`config.mk`:
```
export PLATFORM = sky130hd
export DESIGN_NAME = lrast_ctrl
export DESIGN_NICKNAME = d
export VERILOG_FILES = /design/src/lrast_pkg.sv /design/src/lrast_ctrl.sv
export SDC_FILE = /design/constraint.sdc
export NUM_CORES = 1
export LEC_CHECK = 0
export BUFFER_PORTS_ARGS = -buffer_cell sky130_fd_sc_hd__buf_2
export CORE_AREA = 2 2 39 41
export CTS_CLUSTER_SIZE = 12
export DETAILED_ROUTE_END_ITERATION = 16
export DIE_AREA = 0 0 41 43
export PLACE_DENSITY = 0.48
export SYNTH_ARGS = -nofsm -noshare
export SYNTH_HDL_FRONTEND = slang
export SYNTH_SLANG_ARGS = --single-unit
export TNS_END_PERCENT = 1
```
`constraint.sdc`:
```
create_clock -name clk -period 1.8 [get_ports clk]
set_clock_uncertainty 0.15 [all_clocks]
set_input_delay 0 -clock clk [delete_from_list [all_inputs] [get_ports clk]]
set_output_delay 0 -clock clk [all_outputs]
set_load 0.02 [all_outputs]
```
`src/lrast_pkg.sv`:
```
// Shared types and constants for the lazy range add sum/min tree block.
`timescale 1ns / 1ps
package lrast_pkg;
	localparam int LEAVES_DEF = 1024;
	localparam int CMP_W = 17;
	localparam int CFG_W = 11;
	localparam logic [63:0] EMPTY_MIN = 64'd2147483647;

	typedef enum logic [1:0] {
		OP_LOAD  = 2'd0,
		OP_BUILD = 2'd1,
		OP_ADD   = 2'd2,
		OP_QUERY = 2'd3
	} op_t;

	typedef struct packed {
		logic clr_wr;
		logic capture;
		logic setup;
		logic load_wr;
		logic rd;
		logic wb;
		logic emit;
	} dp_cmd_t;

	typedef struct packed {
		logic clr_last;
		logic err;
		logic empty;
		logic is_load;
		logic is_build;
		logic idx_last;
	} dp_stat_t;
endpackage

```
`src/lrast_ctrl.sv`:
```
// Controller: sequences clear pass, range checks and the element walk.
`timescale 1ns / 1ps
module lrast_ctrl import lrast_pkg::*; (
	input  logic     clk,
	input  logic     arst_n,
	input  logic     start,
	output logic     busy,
	input  dp_stat_t stat,
	output dp_cmd_t  cmd
);
	typedef enum logic [2:0] {
		ST_CLEAR,
		ST_IDLE,
		ST_CHECK,
		ST_RD,
		ST_WB,
		ST_DONE
	} state_t;

	state_t state_q, state_nx;
	logic   busy_q;

	always_comb begin
		state_nx = state_q;
		unique case (state_q)
			ST_CLEAR: if (stat.clr_last) state_nx = ST_IDLE;
			ST_IDLE:  if (start) state_nx = ST_CHECK;
			ST_CHECK: begin
				if (stat.is_load || stat.err || (stat.empty && !stat.is_build)) begin
					state_nx = ST_DONE;
				end else begin
					state_nx = ST_RD;
				end
			end
			ST_RD:    state_nx = ST_WB;
			ST_WB:    state_nx = stat.idx_last ? ST_DONE : ST_RD;
			ST_DONE:  state_nx = ST_IDLE;
			default:  state_nx = ST_IDLE;
		endcase
	end

	always_comb begin
		cmd.clr_wr  = state_q == ST_CLEAR;
		cmd.capture = state_q == ST_IDLE && start;
		cmd.setup   = state_q == ST_CHECK;
		cmd.load_wr = state_q == ST_CHECK && stat.is_load && !stat.err;
		cmd.rd      = state_q == ST_RD;
		cmd.wb      = state_q == ST_WB;
		cmd.emit    = state_q == ST_DONE;
	end

	always_ff @(posedge clk or negedge arst_n) begin
		if (!arst_n) begin
			state_q <= ST_CLEAR;
			busy_q  <= 1'b1;
		end else begin
			state_q <= state_nx;
			busy_q  <= state_nx != ST_IDLE;
		end
	end

	assign busy = busy_q;
endmodule
```
==> summary.md <==
| Metric | Value |
|---|---|
| Crit Path Class | reg2reg |
| Final Cycle Share | 0.9149 |
| CP max stage cell | dfrtp_1 |
| Buffers added on ports | 16 |
| Setup tns final | 0 ns |
| Die area | 1763 um2 |
| Area share of the largest cell type after synthesis | 0.3109 |
| CP endpoint | busy$_DFF_PN1_ |
| Synth area leaders | dfrtp_1, dfstp_2, nor4b_1 |
| Post-CTS Setup Inserts | 0 |
| Relative slew margins | 0.7584 |
| Resized Gates After CTS | 0 |
| Routed via count | 271 |
| CP Launch Point | state_q[2]$_DFF_PN0_ |
| Placed Cells incl. Taps | 55 |
| WP data arrival | 1.64 ns |
| Synth Instances | 23 |
| Startpoint types | register |
| Residual DRC count | 0 |
| Psw | 0.2677 mW |
| Cell area after placement | 347.8 um2 |
| CTS H-tree lvls | 1 |
| WL/cell | 10.46 um |
| Gr ovfl total | 0 |
| Synth Area in Adders | 0 |
| Status | finished clean |
| Die Y | 43 um |
| RSZ-0062 raised after global routing | false |
| Distinct cell type count after synthesis | 18 |
| Final worst-path setup slack | 0.1531 ns |
| First DRT Iteration DRCs | 2 |
| Max Freq | 607.2 MHz |
| Worst Tran Pin Value | 0.3533 ns |
| Initial Utilization | 0.1745 |
| Leak pwr | 0.2146 nW |
| Reg2reg end | busy$_DFF_PN1_ |
| Layout cells sized above 1 | 0.4898 |
| Tmin final | 1.647 ns |
| Hold Fails Final Rpt | 0 |
| First-pass GRT wire length | 986 um |
| Vias per inst | 4.169 |
| Simple logic cell fraction of the synthesized area | 0.3575 |
| Vias in the first global route | 235 |
| HPWL after DPL | 551.1 um |
| Synth Net Count | 32 |
| Comb power frac | 0.487 |
| Setup violators final | 0 |
| Sink Count | 4 |
| FF-to-FF path depth | 4 |
| Clock tree buffer depth | 2 |
| Synthesized flop and latch total | 4 |
| CP peak stage delay | 0.42 ns |
| Sequential share of the synthesized area | 0.4197 |
| Clk root buf | clkbuf_4 |
| Setup WS pre-CTS | 0.1676 ns |
| Synth Area in Compound Gates | 0.1917 |
| Gr usage total | 0.08274 |
| Clock-pin slew on the worst setup and hold paths | 0.04 ns |
| Die Wd | 41 um |
| Post-DRT Antenna Nets | 0 |
| CTS Buf Count | 3 |
| Cell internal pwr | 0.3513 mW |
| Largest family of logic cells by synthesized area | simple AND/OR/NAND/NOR gates |
| Peak VDD IR | 535.1 uV |
| Cell breakdown of the critical path | nor3b_2 > nor2b_4 > a211o_1 > or3b_1 |
| Boundary pin count | 17 |
| Clock power frac | 0.195 |
| Clock latency on the worst-skew pair | 0.23 ns |
| Mean Syn Cell Area | 10.50 um2 |
| Row cnt | 14 |
| Final Slew Violations | 0 |
| Ant. Diodes | 0 |
| Worst r2r src | state_q[2]$_DFF_PN0_ |
| Mapped cell area | 241.5 um2 |
| Fin util | 0.3137 |
| Reg2Reg Setup Slack | 0.15 ns |
| DRT Pass-1 Iters | 4 |
| Cell area after layout | 434.2 um2 |
| Filler Cells Inserted | 145 |
| CP Capture Type | register |
| Post-synthesis mux area share | 0 |
| CTS tree | done |
| PwrDens | 1426 nW/um2 |
| Switching Share | 0.4324 |
| Largest area contributor in the netlist | dfrtp_1 |
| Placer congestion estimate | 0.5747 |
| Yosys synthesis warning count | 0 |
| Initial antenna violation count | 0 |
| Total power draw | 0.6190 mW |
| Non-filler cells, final | 65 |
| XOR/XNOR share of the synthesized area | 0 |
| Fin Hold WS | 0.02388 ns |
| Pin count of the biggest net entering global routing | 9 |
| Worst hold path type | in2reg |
| Drt total wl | 680 um |
| Core box area | 1384 um2 |
| Worst Path Max Fanout | 6 |
| Max-cap violations | 0 |
| Area growth syn-to-layout | 79.79% |
| WP data required | 1.80 ns |
| NumNets Final | 59 |
| Seq pwr share | 0.318 |
## worst max-delay path, delay by kind of cell, from the launching register on
family          cells  cell delay (ns)
simple gates        3             0.70
compound gates      1             0.28
flops               1             0.42
## routing by layer
layer,vias to the layer above,wire length [um],part of all wire,global-route usage
met5,-,0,0,0
met4,0,0,0,0.04000
met3,0,95,0.14,0.03141
met2,20,246,0.36,0.1031
met1,110,339,0.50,0.1209
li1,141,-,-,-
## how the worst min path moves through the flow
stage / startpoint / to / slack (ns) / cells past startpoint
after floorplan: arst_n / state_q[0]$_DFF_PN0_ / -0.45 / 0
after global placement: arst_n / state_q[2]$_DFF_PN0_ / -0.34 / 1
after detailed placement: arst_n / state_q[1]$_DFF_PN0_ / -0.34 / 1
after CTS: stat[4] / state_q[2]$_DFF_PN0_ / 0.01 / 3
after global routing: stat[4] / state_q[2]$_DFF_PN0_ / 0.02 / 3
final: stat[4] / state_q[2]$_DFF_PN0_ / 0.02 / 3
## Yosys cell counts
library cell	count
nor4b_1	2
or3b_1	1
a21o_1	1
nor3b_1	1
a211o_1	1
nor2b_4	1
dfrtp_1	3
nor3_1	1
nand2b_1	1
nor2_1	2
a2111oi_0	1
inv_1	2
or3_2	1
o21ai_0	1
nor3b_2	1
o2bb2ai_1	1
a211oi_1	1
dfstp_2	1
## cell families after synthesis
logic type,count (synthesis)
AOI/OAI and AO/OA,6
buffers and inverters,2
DFF,4
and+or+nand+nor,11
## layout by cell type (no fill, tap or decap)
| master | instances |
|---|---|
| o21ai_0 | 1 |
| nor3b_1 | 1 |
| or3b_1 | 1 |
| nor3_1 | 1 |
| dlygate4sd3_1 | 6 |
| nor2_1 | 2 |
| or3_2 | 1 |
| buf_2 | 16 |
| a21o_1 | 1 |
| a2111oi_0 | 1 |
| nor2b_4 | 1 |
| nor4b_1 | 1 |
| a211oi_1 | 1 |
| nand2b_1 | 1 |
| dfstp_2 | 1 |
| nor4b_2 | 1 |
| inv_1 | 2 |
| o2bb2ai_1 | 1 |
| clkbuf_4 | 3 |
| clkbuf_1 | 1 |
| dfrtp_1 | 3 |
| a211o_1 | 1 |
| nor3b_2 | 1 |
## timing repair
action	CTS	global route
hold buffers	6	0
endpoints found under the setup margin	0	0
endpoints found under the hold margin	7	0
## power groups by stage
stage	registers [mW]	clock network [mW]	logic, mW
final	0.197	0.121	0.302
after global routing	0.208	0.141	0.330
after CTS	0.200	0.129	0.307
after detailed placement	0.199	0	0.295
after global placement	0.199	0	0.294
after floorplan	0.201	0	0.189
## flip-flops by register name, summed over array words and instances, names as in the netlist
register	flops
busy	1
state_q	3
## area by class of cell
cell class / count / area, um2 / share of cell area
clock buffer: 4 / 26.28 / 0.06052
inverter: 2 / 7.507 / 0.01729
tap: 16 / 20.02 / 0.04611
sequential: 4 / 101.3 / 0.2334
multi-input combinational: 17 / 138.9 / 0.3199
timing repair buffer: 22 / 140.1 / 0.3228
No activity file was read; power rests on OpenSTA's default activity.
